[config.mk]
export PLATFORM = sky130hd
export DESIGN_NAME = q2e_queue
export DESIGN_NICKNAME = d
export VERILOG_FILES = /design/src/sv/q2e_pkg.sv /design/src/sv/q2e_queue.sv
export SDC_FILE = /design/constraint.sdc
export NUM_CORES = 1
export LEC_CHECK = 0
export BUFFER_PORTS_ARGS = -buffer_cell sky130_fd_sc_hd__clkbuf_2
export CAP_MARGIN = 20
export CELL_PAD_IN_SITES_DETAIL_PLACEMENT = 1
export CELL_PAD_IN_SITES_GLOBAL_PLACEMENT = 1
export CORE_MARGIN = 2
export CORE_UTILIZATION = 55
export CTS_BUF_LIST = sky130_fd_sc_hd__clkbuf_8
export DETAILED_ROUTE_END_ITERATION = 8
export GPL_ROUTABILITY_DRIVEN = 1
export MAX_ROUTING_LAYER = met4
export PLACE_DENSITY = 0.8
export REMOVE_ABC_BUFFERS = 1
export SYNTH_ARGS = -nofsm -noshare
export SYNTH_HDL_FRONTEND = slang
export SYNTH_SLANG_ARGS = --single-unit
[constraint.sdc]
create_clock -name clock -period 15.3 [get_ports clock]
set_input_delay 0.765 -clock clock [delete_from_list [all_inputs] [get_ports clock]]
set_output_delay 0.765 -clock clock [all_outputs]
set_load 0.05 [all_outputs]
[src/sv/q2e_pkg.sv]
// ----------------------------------------------------------------------------
// q2e_pkg
// Shared types and constants of the quaternion to euler angle converter.
// ----------------------------------------------------------------------------
package q2e_pkg;

   // component and product widths
   localparam int COMP_W   = 16;
   localparam int CFB      = 14;
   localparam int AFB      = 6;
   localparam int PROD_W   = 2 * COMP_W;
   localparam int SUM_W    = PROD_W + 3;
   localparam int ARG_W    = ((2 * CFB + 3) > SUM_W) ? (2 * CFB + 3) : SUM_W;
   localparam int CORDIC_W = ARG_W + 3;

   // pole test widths
   localparam int THRESH_W = 16;
   localparam int LIM_W    = THRESH_W + SUM_W + 2;
   localparam logic [THRESH_W-1:0] THRESH_RESET = 16'd32735;

   // asin argument and square root
   localparam int S30_W      = 32;
   localparam int SHIFT      = 2 * CFB - 30;
   localparam int SHIFT_R    = (SHIFT > 0) ? SHIFT : 0;
   localparam int SHIFT_L    = (SHIFT < 0) ? -SHIFT : 0;
   localparam int ROOT_W     = 61;
   localparam int ROOT_STEPS = 31;

   // binary angles and output units
   localparam int ANGLE_W = 32;
   localparam int UNIT_W  = 15;
   localparam int FULL_W  = 9 + AFB;
   localparam int UNIT_PROD_W = ((ANGLE_W + FULL_W) > (ANGLE_W + UNIT_W)) ?
                                (ANGLE_W + FULL_W) : (ANGLE_W + UNIT_W);
   localparam logic [FULL_W-1:0] FULL_TURN_UNITS = FULL_W'(360 << AFB);
   localparam logic [ANGLE_W-1:0] HALF_TURN    = 32'h8000_0000;
   localparam logic [ANGLE_W-1:0] QUARTER_TURN = 32'h4000_0000;

   // request queue
   localparam int QUEUE_DEPTH = 8;
   localparam int QPTR_W      = 3;
   localparam int QCNT_W      = 4;

   // configuration registers
   localparam int ADDR_W = 3;
   localparam logic [0:0] REG_POLE_THRESHOLD = 1'b0;

   // atan(2^-i) in binary angle units
   localparam logic [ANGLE_W-1:0] ATAN_TABLE [0:31] = '{
      32'h20000000, 32'h12E4051E, 32'h09FB385B, 32'h051111D4,
      32'h028B0D43, 32'h0145D7E1, 32'h00A2F61E, 32'h00517C55,
      32'h0028BE53, 32'h00145F2F, 32'h000A2F98, 32'h000517CC,
      32'h00028BE6, 32'h000145F3, 32'h0000A2FA, 32'h0000517D,
      32'h000028BE, 32'h0000145F, 32'h00000A30, 32'h00000518,
      32'h0000028C, 32'h00000146, 32'h000000A3, 32'h00000051,
      32'h00000029, 32'h00000014, 32'h0000000A, 32'h00000005,
      32'h00000003, 32'h00000001, 32'h00000001, 32'h00000000
   };

   typedef enum logic [1:0] {
      POLE_NONE  = 2'd0,
      POLE_NORTH = 2'd1,
      POLE_SOUTH = 2'd2
   } pole_type;

   // one classified request as it sits in the queue
   typedef struct packed {
      pole_type                  code;
      logic signed [ARG_W-1:0]   yaw_y;
      logic signed [ARG_W-1:0]   yaw_x;
      logic signed [ARG_W-1:0]   roll_y;
      logic signed [ARG_W-1:0]   roll_x;
      logic signed [S30_W-1:0]   s30;
   } entry_type;

endpackage

[src/sv/q2e_queue.sv]
// ----------------------------------------------------------------------------
// q2e_queue
// Small first-in first-out queue between the classifier and the angle datapath.
// ----------------------------------------------------------------------------
module q2e_queue import q2e_pkg::*; (
   input  logic               clock,
   input  logic               reset,
   input  logic               push,
   input  entry_type          push_entry,
   input  logic               pop,
   output logic               pop_valid,
   output entry_type          pop_entry,
   output logic [QCNT_W-1:0]  count
);

   entry_type             mem_ff [0:QUEUE_DEPTH-1];
   logic [QPTR_W-1:0]     wr_ptr_ff, rd_ptr_ff;
   logic [QCNT_W-1:0]     count_ff;

   // pointers and fill count
   always_ff @(posedge clock) begin
      if (reset) begin
         wr_ptr_ff <= '0;
         rd_ptr_ff <= '0;
         count_ff  <= '0;
      end else begin
         if (push) begin
            wr_ptr_ff <= wr_ptr_ff + 1'b1;
         end
         if (pop) begin
            rd_ptr_ff <= rd_ptr_ff + 1'b1;
         end
         if (push && !pop) begin
            count_ff <= count_ff + 1'b1;
         end else if (pop && !push) begin
            count_ff <= count_ff - 1'b1;
         end
      end
   end

   // storage
   always_ff @(posedge clock) begin
      if (push) begin
         mem_ff[wr_ptr_ff] <= push_entry;
      end
   end

   assign pop_valid = count_ff != '0;
   assign pop_entry = mem_ff[rd_ptr_ff];
   assign count     = count_ff;

`ifndef SYNTHESIS
   a_no_overflow: assert property (@(posedge clock) disable iff (reset)
      push |-> count_ff < QCNT_W'(QUEUE_DEPTH)) else $error("queue overflow");
   a_no_underflow: assert property (@(posedge clock) disable iff (reset)
      pop |-> count_ff != '0) else $error("queue underflow");
   a_count_up: assert property (@(posedge clock) disable iff (reset)
      push && !pop |=> count_ff == $past(count_ff) + 1'b1) else $error("count slip");
`endif

endmodule

==> metrics <==
endpoint kind of the worst setup timing path=output port; Switching Share=25.34%; final estimated routing congestion in global placement=approximately 0.75; most frequent cell after synthesis=sky130_fd_sc_hd__edfxtp_1; via count=approximately 24000; Cell Pwr Density=between 100 and 150 nW/µm²; most instantiated flip-flop cell in the synthesis netlist=sky130_fd_sc_hd__edfxtp_1; arrival time at the worst endpoint=approximately 5000 ps; Core Area=96710 µm²; number of nets with antenna violations after detailed routing=0; maximum clock frequency=174.1 MHz; commonest cells in the synthesized netlist=sky130_fd_sc_hd__edfxtp_1, sky130_fd_sc_hd__mux4_1, sky130_fd_sc_hd__mux2_2; Overflow after GRT=0; number of buffers created by CTS=217; top cell type's share of synthesized area=77.86%; relative contribution of sequential cells to total power=53.1%; CTS sink count=around 1400; Horiz. Die Dim=316.4 µm; post-CTS sizing=0; Area growth syn-to-layout=13.51%; share of final-layout standard cells stronger than drive strength 1=between 30 and 40%; number of DRC markers in iteration 0=between 1500 and 2000; TritonCTS clock tree=yes; vertical die dimension=about 320 µm; Port Buf Inserts=between 300 and 400; share of total power in the clock network=35.8%; number of vias per cell=approximately 5.9; total standard cell area after synthesis=between 50000 and 60000 µm²; Gate Count Post-Synth=a little over 2000; number of global-route vias before repair=~27000; cell chosen for the clock root=sky130_fd_sc_hd__clkbuf_8; cells taking the most area after synthesis=sky130_fd_sc_hd__edfxtp_1, sky130_fd_sc_hd__mux4_1, sky130_fd_sc_hd__mux4_2; number of pins exceeding their max-slew limit in the final report=0; post-detailed-route wirelength per cell=28.63 µm; final non-filler cell area=between 60000 and 70000 µm²; count of boundary I/O pins=between 300 and 400; number of buffers inserted to repair setup after CTS=0; Cell variety after synth=28; Total Nets Final=2773; overall routing resource usage=between 20% and 30%; number of synthesized flops with an enable pin=between 1000 and 1500; reg-to-reg setup timing slack=roughly 12000 ps; type of the worst min-delay path=primary input to flip-flop; max-cap check violation count=0; Die Outline Area=between 100000 and 150000 µm²; mean instance size in the synthesized netlist=between 20 and 30 µm²; worst rel slew slack=25.48%; Initial DRT Pass Iterations=5; Clock Pin Slew Worst Setup and Hold Paths=about 70 ps; type of the worst setup path=flip-flop to output port; worst slew pin tran=approximately 1100 ps; initial cell density of the core=55.51%; final core utilization=a little over three fifths; total routed wirelength=116.6 mm; result of the run=complete, no violations; setup-violating endpoint count in the final report=0; Seq/Total Area, Yosys=about four fifths; startpoint type of the worst setup path=flip-flop; fillers=7806; number of remaining DRC errors=0; design internal power=slightly above 6000 µW; cell area after placement=56780 µm²; setup skew after layout=between 30 and 40 ps; clock period minus worst slack=around 5700 ps; first-pass GRT wire length=169.2 mm; Leak Pwr=slightly above 0.02 µW; clock latency of the later-clocked register in the worst-skew pair=around 860 ps; synthesized flop and latch total=roughly 1400; Comb pwr share=between 10% and 20%; standard-cell row count=114; number of antenna violations at the first check in global routing=24; total power=between 8000 and 9000 µW; fraction of registers with async set/reset=0%; warning count from the yosys run=0; share of the clock period used by the worst path after layout=roughly 38%; switching power total=roughly 2100 µW; buffers from clock root to sink, at most=3; setup tns final=0 ps; VDD IR max=between 100 and 150 µV; setup repair after global routing missed its margin=no; post-synth top area cell=sky130_fd_sc_hd__edfxtp_1; deepest level of the CTS H-tree=4; maximum number of pins on one net before global-route repair=~120; Data required, critical path=~15000 ps; DPL Wire Length=around 63 mm; hold buffer count at cts=0; worst-path fanout max=80; endpoints failing hold=0
[cells in the final DEF (no fill, tap or decap), types with 27 or more instances in the layout]
cell type,instances
sky130_fd_sc_hd__clkbuf_2,356
sky130_fd_sc_hd__mux4_1,212
sky130_fd_sc_hd__clkinv_1,60
sky130_fd_sc_hd__mux4_2,136
sky130_fd_sc_hd__buf_4,27
sky130_fd_sc_hd__clkinv_2,31
sky130_fd_sc_hd__edfxtp_1,1392
sky130_fd_sc_hd__inv_1,66
sky130_fd_sc_hd__diode_2,27
sky130_fd_sc_hd__clkbuf_8,219
sky130_fd_sc_hd__mux2_2,175
[sequential cells by signal, indices dropped and copies added, names as in the netlist, named ones only]
name and flops:
mem_ff 1392, wr_ptr_ff 3, rd_ptr_ff 3, count 4
[worst max-delay path, stage by stage, from the launching register on]
cell and delay, ps:
sky130_fd_sc_hd__dfxtp_4 1080, sky130_fd_sc_hd__buf_4 910, sky130_fd_sc_hd__buf_4 860, sky130_fd_sc_hd__mux4_1 440, sky130_fd_sc_hd__mux2_2 300, sky130_fd_sc_hd__clkbuf_2 240
[cell type report]
| class | instances | area, µm² | area share [%] |
|---|---|---|---|
| timing repair buffer | 390 | 2125 | 3.486 |
| sequential | 1405 | 42070 | 69.04 |
| clock buffer | 219 | 3014 | 4.946 |
| tap | 1276 | 1597 | 2.620 |
| inverter | 2 | 7.507 | 0.01232 |
| clock inverter | 181 | 1074 | 1.762 |
| antenna | 27 | 67.56 | 0.1109 |
| multi-input combinational | 573 | 10980 | 18.02 |
[layer usage]
layer,GRT usage [%],vias up,wire (µm)
met5,-,-,0
met4,8.587,0,2915
met3,5.284,187,7032
met2,38.96,774,59530
met1,30.59,12820,47150
li1,-,10270,-
[power groups by stage]
| stage | sequential [µW] | combinational [µW] | clock [µW] |
|---|---|---|---|
| 2_1_floorplan | 4530 | 724 | 0 |
| 3_3_place_gp | 4440 | 896 | 0 |
| 3_5_place_dp | 4460 | 924 | 0 |
| 4_1_cts | 4380 | 928 | 3010 |
| 5_1_grt | 4380 | 964 | 3160 |
| 6_report | 4370 | 917 | 2950 |
[cell families after synthesis]
logic type | count (synthesis) | share of synthesized area (%)
multiplexers | 526 | 19.81
adder cells (fa/ha/maj) | 6 | 0.1538
XOR/XNOR | 6 | 0.09790
AO/OA/AOI/OAI | 4 | 0.04430
flip-flops | 1405 | 78.35
AND/OR/NAND/NOR | 31 | 0.2494
buffers and inverters | 101 | 1.301
[per-stage QoR]
stage	hold WS, ps	instances	setup slack [ps]
after floorplan	484.7	1980	1048
after global placement	497.7	3646	10550
after detailed placement	531.7	3646	10430
after CTS	50.56	4046	9434
after global routing	102.5	4070	9273
final	160.9	4073	9556
[final timing paths]
kind                                       from        endpoint  cells after the start
worst min register to register         count[2]        count[2]                      2
worst max register to register     wr_ptr_ff[1]   mem_ff[6][55]                      4
worst min-delay path            push_entry[120]  mem_ff[5][120]                      1
worst max-delay path                  flip-flop   pop_entry[13]                      5
Power figures use the tool's default switching activity.
